[config.mk]
export PLATFORM = sky130hd
export DESIGN_NAME = rc4_feedback_stream_cipher
export DESIGN_NICKNAME = d
export VERILOG_FILES = /design/src/hdl/rc4fb_pkg.sv /design/src/hdl/rc4fb_ctrl.sv /design/src/hdl/rc4fb_datapath.sv /design/src/hdl/rc4_feedback_stream_cipher.sv
export SDC_FILE = /design/constraint.sdc
export NUM_CORES = 2
export LEC_CHECK = 0
export ABC_AREA = 1
export CELL_PAD_IN_SITES_DETAIL_PLACEMENT = 1
export CELL_PAD_IN_SITES_GLOBAL_PLACEMENT = 2
export CORE_ASPECT_RATIO = 1.25
export CORE_MARGIN = 3
export CORE_UTILIZATION = 39
export DETAILED_ROUTE_END_ITERATION = 8
export DONT_BUFFER_PORTS = 1
export PLACE_DENSITY_LB_ADDON = 0.1
export SLEW_MARGIN = 20
export SYNTH_ARGS = -nofsm -noshare
export SYNTH_HDL_FRONTEND = slang
export SYNTH_SLANG_ARGS = --single-unit
export TNS_END_PERCENT = 50
[constraint.sdc]
create_clock -name clock -period 5.61 [get_ports clock]
set_input_delay 0.2805 -clock clock [delete_from_list [all_inputs] [get_ports clock]]
set_output_delay 0.2805 -clock clock [all_outputs]
set_load 0.01 [all_outputs]
[src/hdl/rc4fb_pkg.sv]
// Shared types and constants for the RC4 feedback stream cipher.
// No dependencies; imported by the controller, datapath and top level.
package rc4fb_pkg;

   localparam int PERM_DEPTH = 256;
   localparam logic [7:0] BYTE_MASK = 8'hFF;
   // Width that holds any effective key length up to the largest store (256).
   localparam int LEN_W = 9;
   localparam int CSR_ADDR_W = 3;
   localparam logic [5:0] KEY_LEN_RESET = 6'd16;
   // Register index, taken from csr_paddr[2].
   localparam logic REG_KEY_LENGTH = 1'b0;

   typedef enum logic [1:0] {
      MODE_KEY_LOAD = 2'd0,
      MODE_SCHEDULE = 2'd1,
      MODE_ENCRYPT  = 2'd2,
      MODE_DECRYPT  = 2'd3
   } mode_type;

   typedef enum logic [3:0] {
      OP_NONE,
      OP_KEY_WR,
      OP_SCHED_START,
      OP_FILL,
      OP_K_RD,
      OP_K_RJ,
      OP_K_WI,
      OP_K_WJ,
      OP_K_FB,
      OP_K_FBL,
      OP_D_START,
      OP_D_RJ,
      OP_D_WI,
      OP_D_HOLD,
      OP_D_OUT
   } op_type;

   typedef struct packed {
      op_type op;
   } dp_cmd_type;

   typedef struct packed {
      logic step_last;
      logic rsp_full;
   } dp_status_type;

endpackage

[src/hdl/rc4fb_ctrl.sv]
// Sequencer for the RC4 feedback cipher: key load, key schedule, data step.
// Depends on rc4fb_pkg; drives rc4fb_datapath through dp_cmd_type.
module rc4fb_ctrl (
   input  logic                     clock,
   input  logic                     reset,
   input  logic                     req_valid,
   input  logic [1:0]               req_mode,
   output logic                     req_ready,
   input  rc4fb_pkg::dp_status_type status,
   output rc4fb_pkg::dp_cmd_type    cmd
);
   import rc4fb_pkg::*;

   typedef enum logic [10:0] {
      ST_IDLE  = 11'b000_0000_0001,
      ST_FILL  = 11'b000_0000_0010,
      ST_K_RD  = 11'b000_0000_0100,
      ST_K_RJ  = 11'b000_0000_1000,
      ST_K_WI  = 11'b000_0001_0000,
      ST_K_WJ  = 11'b000_0010_0000,
      ST_K_FB  = 11'b000_0100_0000,
      ST_K_FBL = 11'b000_1000_0000,
      ST_D_RJ  = 11'b001_0000_0000,
      ST_D_WI  = 11'b010_0000_0000,
      ST_D_OUT = 11'b100_0000_0000
   } state_type;

   state_type state_ff;
   state_type state_in;
   mode_type  mode_v;

   assign mode_v    = mode_type'(req_mode);
   assign req_ready = (state_ff == ST_IDLE);

   always_comb begin
      state_in = state_ff;
      cmd.op   = OP_NONE;
      unique case (state_ff)
         ST_IDLE: begin
            if (req_valid) begin
               unique case (mode_v) inside
                  MODE_KEY_LOAD: begin
                     cmd.op = OP_KEY_WR;
                  end
                  MODE_SCHEDULE: begin
                     cmd.op   = OP_SCHED_START;
                     state_in = ST_FILL;
                  end
                  MODE_ENCRYPT, MODE_DECRYPT: begin
                     cmd.op   = OP_D_START;
                     state_in = ST_D_RJ;
                  end
                  default: begin
                     cmd.op = OP_NONE;
                  end
               endcase
            end
         end
         ST_FILL: begin
            cmd.op = OP_FILL;
            if (status.step_last) begin
               state_in = ST_K_RD;
            end
         end
         ST_K_RD: begin
            cmd.op   = OP_K_RD;
            state_in = ST_K_RJ;
         end
         ST_K_RJ: begin
            cmd.op   = OP_K_RJ;
            state_in = ST_K_WI;
         end
         ST_K_WI: begin
            cmd.op   = OP_K_WI;
            state_in = ST_K_WJ;
         end
         ST_K_WJ: begin
            cmd.op   = OP_K_WJ;
            state_in = status.step_last ? ST_K_FB : ST_K_RD;
         end
         ST_K_FB: begin
            cmd.op   = OP_K_FB;
            state_in = ST_K_FBL;
         end
         ST_K_FBL: begin
            cmd.op   = OP_K_FBL;
            state_in = ST_IDLE;
         end
         ST_D_RJ: begin
            cmd.op   = OP_D_RJ;
            state_in = ST_D_WI;
         end
         ST_D_WI: begin
            cmd.op   = OP_D_WI;
            state_in = ST_D_OUT;
         end
         ST_D_OUT: begin
            // hold until the output register can take the result
            if (status.rsp_full) begin
               cmd.op = OP_D_HOLD;
            end else begin
               cmd.op   = OP_D_OUT;
               state_in = ST_IDLE;
            end
         end
         default: begin
            state_in = ST_IDLE;
         end
      endcase
   end

   always_ff @(posedge clock) begin
      if (reset) begin
         state_ff <= ST_IDLE;
      end else begin
         state_ff <= state_in;
      end
   end

endmodule

[src/hdl/rc4fb_datapath.sv]
// Datapath for the RC4 feedback cipher: permutation RAM, key RAM, indexes,
// feedback byte and output register. Depends on rc4fb_pkg.
module rc4fb_datapath #(
   parameter int MAX_KEY_BYTES = 32
) (
   input  logic                     clock,
   input  logic                     reset,
   input  logic [5:0]               key_length,
   input  rc4fb_pkg::dp_cmd_type    cmd,
   output rc4fb_pkg::dp_status_type status,
   input  logic [1:0]               req_mode,
   input  logic [4:0]               req_key_index,
   input  logic [7:0]               req_byte_in,
   output logic                     rsp_valid,
   input  logic                     rsp_ready,
   output logic [7:0]               rsp_byte_out
);
   import rc4fb_pkg::*;

   localparam int KIDX_W = (MAX_KEY_BYTES > 1) ? $clog2(MAX_KEY_BYTES) : 1;

   logic [7:0]        perm_mem_ff [PERM_DEPTH];
   logic [7:0]        key_mem_ff  [MAX_KEY_BYTES];
   logic [7:0]        perm_rd_ff;
   logic [7:0]        key_rd_ff;

   logic [7:0]        step_ff, step_in;
   logic [7:0]        mix_ff, mix_in;
   logic [7:0]        fb_ff, fb_in;
   logic [KIDX_W-1:0] k_ff, k_in;
   logic [7:0]        si_ff, si_in;
   logic [7:0]        sj_ff, sj_in;
   logic [7:0]        t_ff, t_in;
   logic [7:0]        data_ff, data_in;
   logic              dec_ff, dec_in;
   logic              rsp_valid_ff, rsp_valid_in;
   logic [7:0]        rsp_byte_ff, rsp_byte_in;

   logic              perm_we;
   logic [7:0]        perm_waddr, perm_wdata, perm_raddr;
   logic              key_we;
   logic [KIDX_W-1:0] key_waddr, key_raddr;

   logic [LEN_W-1:0]  kl_ext, max_ext, len_eff, k_p1, kidx_ext;
   logic [KIDX_W-1:0] k_next;
   logic [7:0]        step_p1, j_sum, t_sum, ks, res;

   // effective key length, clamped to 1..MAX_KEY_BYTES
   assign kl_ext  = LEN_W'(key_length);
   assign max_ext = LEN_W'(MAX_KEY_BYTES);
   always_comb begin
      if (kl_ext == '0) begin
         len_eff = LEN_W'(1);
      end else if (kl_ext > max_ext) begin
         len_eff = max_ext;
      end else begin
         len_eff = kl_ext;
      end
   end

   assign k_p1     = LEN_W'(k_ff) + LEN_W'(1);
   assign k_next   = (k_p1 >= len_eff) ? '0 : k_p1[KIDX_W-1:0];
   assign kidx_ext = LEN_W'(req_key_index);
   assign step_p1  = 8'(step_ff + 8'd1);

   always_comb begin
      step_in      = step_ff;
      mix_in       = mix_ff;
      fb_in        = fb_ff;
      k_in         = k_ff;
      si_in        = si_ff;
      sj_in        = sj_ff;
      t_in         = t_ff;
      data_in      = data_ff;
      dec_in       = dec_ff;
      rsp_byte_in  = rsp_byte_ff;
      rsp_valid_in = rsp_valid_ff & ~rsp_ready;
      perm_we      = 1'b0;
      perm_waddr   = step_ff;
      perm_wdata   = perm_rd_ff;
      perm_raddr   = t_ff;
      key_we       = 1'b0;
      key_waddr    = kidx_ext[KIDX_W-1:0];
      key_raddr    = k_ff;
      j_sum        = 8'(mix_ff + perm_rd_ff);
      t_sum        = 8'(si_ff + perm_rd_ff);
      ks           = perm_rd_ff;
      res          = data_ff ^ ks ^ fb_ff;
      unique case (cmd.op)
         OP_KEY_WR: begin
            key_we = (kidx_ext < max_ext);
         end
         OP_SCHED_START: begin
            step_in = '0;
            mix_in  = '0;
            k_in    = '0;
         end
         OP_FILL: begin
            perm_we    = 1'b1;
            perm_wdata = step_ff;
            step_in    = step_p1;
         end
         OP_K_RD: begin
            perm_raddr = step_ff;
         end
         OP_K_RJ: begin
            si_in      = perm_rd_ff;
            j_sum      = 8'(mix_ff + key_rd_ff + perm_rd_ff);
            mix_in     = j_sum;
            perm_raddr = j_sum;
         end
         OP_K_WI: begin
            perm_we = 1'b1;
         end
         OP_K_WJ: begin
            perm_we    = 1'b1;
            perm_waddr = mix_ff;
            perm_wdata = si_ff;
            step_in    = step_p1;
            k_in       = k_next;
         end
         OP_K_FB: begin
            key_raddr = '0;
         end
         OP_K_FBL: begin
            fb_in   = key_rd_ff;
            step_in = '0;
            mix_in  = '0;
         end
         OP_D_START: begin
            data_in    = req_byte_in;
            dec_in     = (req_mode == MODE_DECRYPT);
            step_in    = step_p1;
            perm_raddr = step_p1;
         end
         OP_D_RJ: begin
            si_in      = perm_rd_ff;
            mix_in     = j_sum;
            perm_raddr = j_sum;
         end
         OP_D_WI: begin
            // S[i] <= S[j]; read S[S[i]+S[j]] in the same cycle
            perm_we    = 1'b1;
            sj_in      = perm_rd_ff;
            t_in       = t_sum;
            perm_raddr = t_sum;
         end
         OP_D_HOLD: begin
            perm_raddr = t_ff;
         end
         OP_D_OUT: begin
            perm_we    = 1'b1;
            perm_waddr = mix_ff;
            perm_wdata = si_ff;
            // forward the swap: S[j] is written last, so it wins
            if (t_ff == mix_ff) begin
               ks = si_ff;
            end else if (t_ff == step_ff) begin
               ks = sj_ff;
            end else begin
               ks = perm_rd_ff;
            end
            res          = data_ff ^ ks ^ fb_ff;
            fb_in        = fb_ff ^ (dec_ff ? res : data_ff);
            rsp_byte_in  = res;
            rsp_valid_in = 1'b1;
         end
         default: begin
            perm_we = 1'b0;
         end
      endcase
   end

   always_ff @(posedge clock) begin
      if (perm_we) begin
         perm_mem_ff[perm_waddr] <= perm_wdata;
      end
      perm_rd_ff <= perm_mem_ff[perm_raddr];
   end

   always_ff @(posedge clock) begin
      if (key_we) begin
         key_mem_ff[key_waddr] <= req_byte_in;
      end
      key_rd_ff <= key_mem_ff[key_raddr];
   end

   always_ff @(posedge clock) begin
      if (reset) begin
         step_ff      <= '0;
         mix_ff       <= '0;
         fb_ff        <= '0;
         rsp_valid_ff <= 1'b0;
      end else begin
         step_ff      <= step_in;
         mix_ff       <= mix_in;
         fb_ff        <= fb_in;
         rsp_valid_ff <= rsp_valid_in;
      end
   end

   always_ff @(posedge clock) begin
      k_ff        <= k_in;
      si_ff       <= si_in;
      sj_ff       <= sj_in;
      t_ff        <= t_in;
      data_ff     <= data_in;
      dec_ff      <= dec_in;
      rsp_byte_ff <= rsp_byte_in;
   end

   assign status.step_last = (step_ff == BYTE_MASK);
   assign status.rsp_full  = rsp_valid_ff & ~rsp_ready;
   assign rsp_valid        = rsp_valid_ff;
   assign rsp_byte_out     = rsp_byte_ff;

endmodule

[src/hdl/rc4_feedback_stream_cipher.sv]
// Top level of the RC4 stream cipher with plaintext feedback.
// Depends on rc4fb_pkg, rc4fb_ctrl and rc4fb_datapath; holds the CSR port.
//
//  channel   direction  transfer when          payload
//  req_      in         req_valid & req_ready  mode, key_index, byte_in
//  rsp_      out        rsp_valid & rsp_ready  byte_out (modes 2 and 3 only)
//  csr_      in/out     psel&penable&pwrite    key_length at address 0
//
// Key load (mode 0) writes one key byte. A data byte (modes 2, 3) is paced
// by the single-port-write permutation RAM (read S[i], read S[j], swap and
// read S[t], write back). Key schedule (mode 1): start, table fill, a pass
// of reads and writes per entry and the feedback load, again bound by the
// RAM port. Reset clears i, j, feedback and handshake state; the permutation
// table is undefined until a schedule runs. A data result waits in the output
// register; a second stalls in its last cycle until the first is transferred.
module rc4_feedback_stream_cipher #(
   parameter int MAX_KEY_BYTES = 32
) (
   input  logic                             clock,
   input  logic                             reset,
   input  logic                             req_valid,
   output logic                             req_ready,
   input  logic [1:0]                       req_mode,
   input  logic [4:0]                       req_key_index,
   input  logic [7:0]                       req_byte_in,
   output logic                             rsp_valid,
   input  logic                             rsp_ready,
   output logic [7:0]                       rsp_byte_out,
   input  logic                             csr_psel,
   input  logic                             csr_penable,
   input  logic                             csr_pwrite,
   input  logic [rc4fb_pkg::CSR_ADDR_W-1:0] csr_paddr,
   input  logic [31:0]                      csr_pwdata,
   output logic [31:0]                      csr_prdata,
   output logic                             csr_pready
);
   import rc4fb_pkg::*;

   logic [5:0]    key_length_ff;
   logic          csr_wr;
   dp_cmd_type    cmd;
   dp_status_type status;

   // CSR: one register, key_length, word-aligned at address 0
   assign csr_pready = 1'b1;
   assign csr_wr     = csr_psel & csr_penable & csr_pwrite & csr_pready;

   always_ff @(posedge clock) begin
      if (reset) begin
         key_length_ff <= KEY_LEN_RESET;
      end else if (csr_wr && (csr_paddr[2] == REG_KEY_LENGTH)) begin
         key_length_ff <= csr_pwdata[5:0];
      end
   end

   always_comb begin
      if (csr_paddr[2] == REG_KEY_LENGTH) begin
         csr_prdata = {26'd0, key_length_ff};
      end else begin
         csr_prdata = '0;
      end
   end

   rc4fb_ctrl u_ctrl (
      .clock     (clock),
      .reset     (reset),
      .req_valid (req_valid),
      .req_mode  (req_mode),
      .req_ready (req_ready),
      .status    (status),
      .cmd       (cmd)
   );

   rc4fb_datapath #(
      .MAX_KEY_BYTES (MAX_KEY_BYTES)
   ) u_datapath (
      .clock         (clock),
      .reset         (reset),
      .key_length    (key_length_ff),
      .cmd           (cmd),
      .status        (status),
      .req_mode      (req_mode),
      .req_key_index (req_key_index),
      .req_byte_in   (req_byte_in),
      .rsp_valid     (rsp_valid),
      .rsp_ready     (rsp_ready),
      .rsp_byte_out  (rsp_byte_out)
   );

`ifndef ASSERT_OFF
   // a result only appears out of the final data-step cycle
   a_rsp_from_out: assert property (@(posedge clock) disable iff (reset)
      $rose(rsp_valid) |-> $past(cmd.op == OP_D_OUT))
      else $error("result raised without a data step");

   // the output register is never overwritten while a result waits
   a_no_overwrite: assert property (@(posedge clock) disable iff (reset)
      (cmd.op == OP_D_OUT) |-> !(rsp_valid && !rsp_ready))
      else $error("pending result overwritten");

   // after a data byte or schedule transfer the block is busy
   a_busy_after_start: assert property (@(posedge clock) disable iff (reset)
      (req_valid && req_ready && (req_mode != MODE_KEY_LOAD)) |=> !req_ready)
      else $error("ready while a step is in progress");
`endif

endmodule
==> impl_metrics.py <==
metrics = {
    "clock_tree": {
        "htreeDepth": 5,
        "cts_setup_buffers": 0,
        "clock-sinks": 2408,
        "ctsHoldBuffers": 46,
        "clk_path_buf_depth": 4,
        "numCtsBuffers": 274,
        "clk_latency_ns": 0.86,
        "clk_pin_slew_ns": 0.06,
        "cts_tree": "done",
        "ctsResizeCount": 0,
        "cts_root_buffer": "clkbuf_16",
    },
    "yosys": {
        "syn_inst": 9566,
        "ys_seq_area_share_pct": 67.6,
        "ys_seq_elements": 2408,
        "synth_common_cells": "2350 x edfxtp_1, 1902 x nand2_1, 1824 x nand3_1",
        "synth_simple_gate_area_share_pct": 22.0,
        "synth-main-ff-cell": "edfxtp_1",
        "synth_top_family_by_area": "simple AND/OR/NAND/NOR gates",
        "yosysMostFrequentCell": "edfxtp_1",
        "yosys-top-cells-area": "edfxtp_1 67%, nand3_1 8.6%, nand2_1 6.7%",
        "synth.area.mux_share_pct": 0.0106,
        "ys_types": 51,
        "synth_top_cell_area_share_pct": 66.5,
        "synth-adder-area-share_pct": 0.519,
        "synth_xor_xnor_area_share_pct": 0.495,
        "synth_top_area_cell": "edfxtp_1",
        "ys_warn_count": 0,
        "synth_edf_count": 2350,
        "synth.cell_area_mm2": 0.106,
        "async_flop_share_pct": 0,
        "avgSynthCellArea_um2": 11.1,
        "synth_compound_area_share_pct": 2.74,
    },
    "power": {
        "power.total_w": 0.0481,
        "ir_worst_vdd_uv": 295,
        "leakage_nw": 45.3,
        "powerDensity_mw_per_mm2": 400,
    },
    "floorplanning": {
        "die_w_um": 473,
        "start_util_pct": 39.3,
        "die_area_mm2": 0.278,
        "core-area_mm2": 0.270,
        "rows": 213,
        "die_height_um": 589,
        "ios": 100,
    },
    "worst_setup_path": {
        "path_class": "reg2reg",
        "rr_endpoint": "u_datapath.perm_rd_ff[7]",
        "crit_start": "u_datapath.mix_ff[1]",
        "crit_slowest_cell": "dfxtp_1",
        "arrival_ns": 5.60,
        "worst_setup_path_start_kind": "flip-flop",
        "crit_chain": "fa_1 -> ha_1 -> fa_1 -> nand2_1 -> o21ai_1 -> nor2_1 -> nand3_1 -> nand2_4 -> inv_8 -> buf_12 -> buf_4 -> nand3_1 -> nand3_1 -> nand3_1 -> nand3_1 -> nand3_1 -> nand3_1 -> nand2_1",
        "cp-endpoint": "u_datapath.perm_rd_ff[7]",
        "cpPeakStageDelay_ns": 0.58,
        "required_ns": 6.31,
        "crit_path_end_kind": "flip-flop",
        "reg2reg_from": "u_datapath.mix_ff[1]",
        "reg2reg_depth": 18,
        "critical_path.max_fanout": 40,
        "reg2reg_slack_ns": 0.71,
        "cpMostUsedCell": "nand3_1",
    },
    "sta": {
        "rsz0062_at_grt": "no",
        "skew_ns": 0.0510,
        "setup_viol": 0,
        "hold_viol_final": 0,
        "fin_crit_ns": 4.90,
        "period_share_pct": 87.3,
        "fmax_mhz": 204,
        "relSlewSlack_pct": 26.3,
        "worst_slew_pin_slew_ns": 1.10,
        "final.setup.tns_ns": 0,
        "drv_slew": 0,
    },
    "place": {
        "routabilityCongestion": 0.800,
        "dp_hpwl_um": 204000,
        "dp_cells": 12900,
        "placed_area_mm2": 0.111,
        "io_buffer_count": 0,
    },
    "status": {
        "status": "finished, final reports clean",
    },
    "global_route": {
        "grt_pass1_wl_um": 502000,
        "grt_pass1_vias": 75000,
        "grtUsageTotal_pct": 24.1,
        "grt_max_degree": 145,
        "antenna_found_initial": 12,
        "grt_overflow": 0,
    },
    "routing": {
        "dr.pass1.iters": 5,
        "viasPerCell": 5.38,
        "finalWirelength_um": 342000,
        "wl_per_cell_um": 25.5,
        "antenna_left": 0,
        "drt_iter0_drc": 5135,
        "vias": 72000,
        "drc_errors": 0,
    },
    "final_layout": {
        "final_cell_count_no_fill": 13400,
        "top_register": "u_datapath.perm_mem_ff",
        "reg_top3": "u_datapath.perm_mem_ff (2048), u_datapath.key_mem_ff (256), u_ctrl.state_ff (11)",
        "nNetsFinal": 9729,
        "layout-drive-gt1-share_pct": 8.84,
        "syn_to_final_growth_pct": 13.5,
        "largest_reg_flops": 2048,
        "finalInstanceArea_mm2": 0.120,
    },
    "run": {
        "max-cap-violations": 0,
    },
    "min_path": {
        "min_path_type": "in2reg",
    },
}
==> layout make-up <==
type,instances,area [um^2]
Inverter,1071,4040
Timing Repair Buffer,406,4150
Multi-Input combinational cell,5473,27600
Clock inverter,112,1020
Tap cell,3547,4440
Clock buffer,355,7440
Fill cell,28500,150000
Antenna cell,4,10.0
Sequential cell,2408,71700
==> cell usage in the layout (no fill, tap or decap), drive strengths merged, types with 27 or more instances in the layout <==
master and n:
edfxtp 2350, nand2 1912, nand3 1825, inv 1073
nand3b 576, nor2 508, buf 369, clkbuf 355
o211ai 216, clkinv 88, or2 80, dfxtp 58
o21ai 49, a21oi 44, xor2 38, dlygate4sd3 37
o31ai 32, o311ai 32, ha 28, conb 27
==> through the flow <==
stage               hold WS, ns  setup WS, ns  utilization (%)
global route             0.0607         0.461             44.6
global placement          0.358         0.769             41.3
finish                   0.0565         0.711             44.6
detailed placement        0.359         0.765             41.3
floorplan                 0.379         0.343                -
CTS                      0.0136         0.748             44.6
==> power by group <==
group          total (W)  switching (W)  internal (W)  leakage, nW
Sequential        0.0218       0.000142        0.0216         21.6
Combinational    0.00896        0.00692       0.00203         19.5
Clock             0.0174        0.00720        0.0102         4.15
Total             0.0481         0.0143        0.0339         45.3
==> layer usage <==
metal / global-route usage (%) / wire (um)
met5: 0 / 0
met4: 6.72 / 9750
met3: 2.86 / 14400
met1: 31.4 / 145000
met2: 42.3 / 172000
==> kinds of logic (layout without fill, tap and decap cells) <==
logic type      count (synthesis)  in the layout
simple gates                 4931           4931
fa+ha+maj                      38             38
other cells                     2             31
buf+inv                      1710           1944
compound gates                416            416
mux                             1              1
flops                        2408           2408
xor+xnor                       60             60
==> worst max-delay path, delay by kind of cell (launching register included) <==
| family | cells | cell delay (ns) |
|---|---|---|
| AO/OA/AOI/OAI | 1 | 0.08 |
| adder cells (fa/ha/maj) | 3 | 1.29 |
| buffers and inverters | 3 | 1.09 |
| flip-flops | 1 | 0.58 |
| AND/OR/NAND/NOR | 11 | 1.67 |
==> worst min path at each step <==
| stage | startpoint | endpoint | cells past startpoint |
|---|---|---|---|
| after floorplan | req_byte_in[0] | u_datapath.data_ff[0] | 0 |
| after detailed placement | reset | u_ctrl.state_ff[10] | 1 |
| final | req_key_index[4] | u_datapath.key_mem_ff[22][5] | 2 |
| after global routing | req_key_index[4] | u_datapath.key_mem_ff[20][4] | 2 |
| after CTS | req_key_index[4] | u_datapath.key_mem_ff[22][4] | 2 |
| after global placement | reset | u_ctrl.state_ff[1] | 1 |
Note: power is estimated with default switching activity, not from simulation.
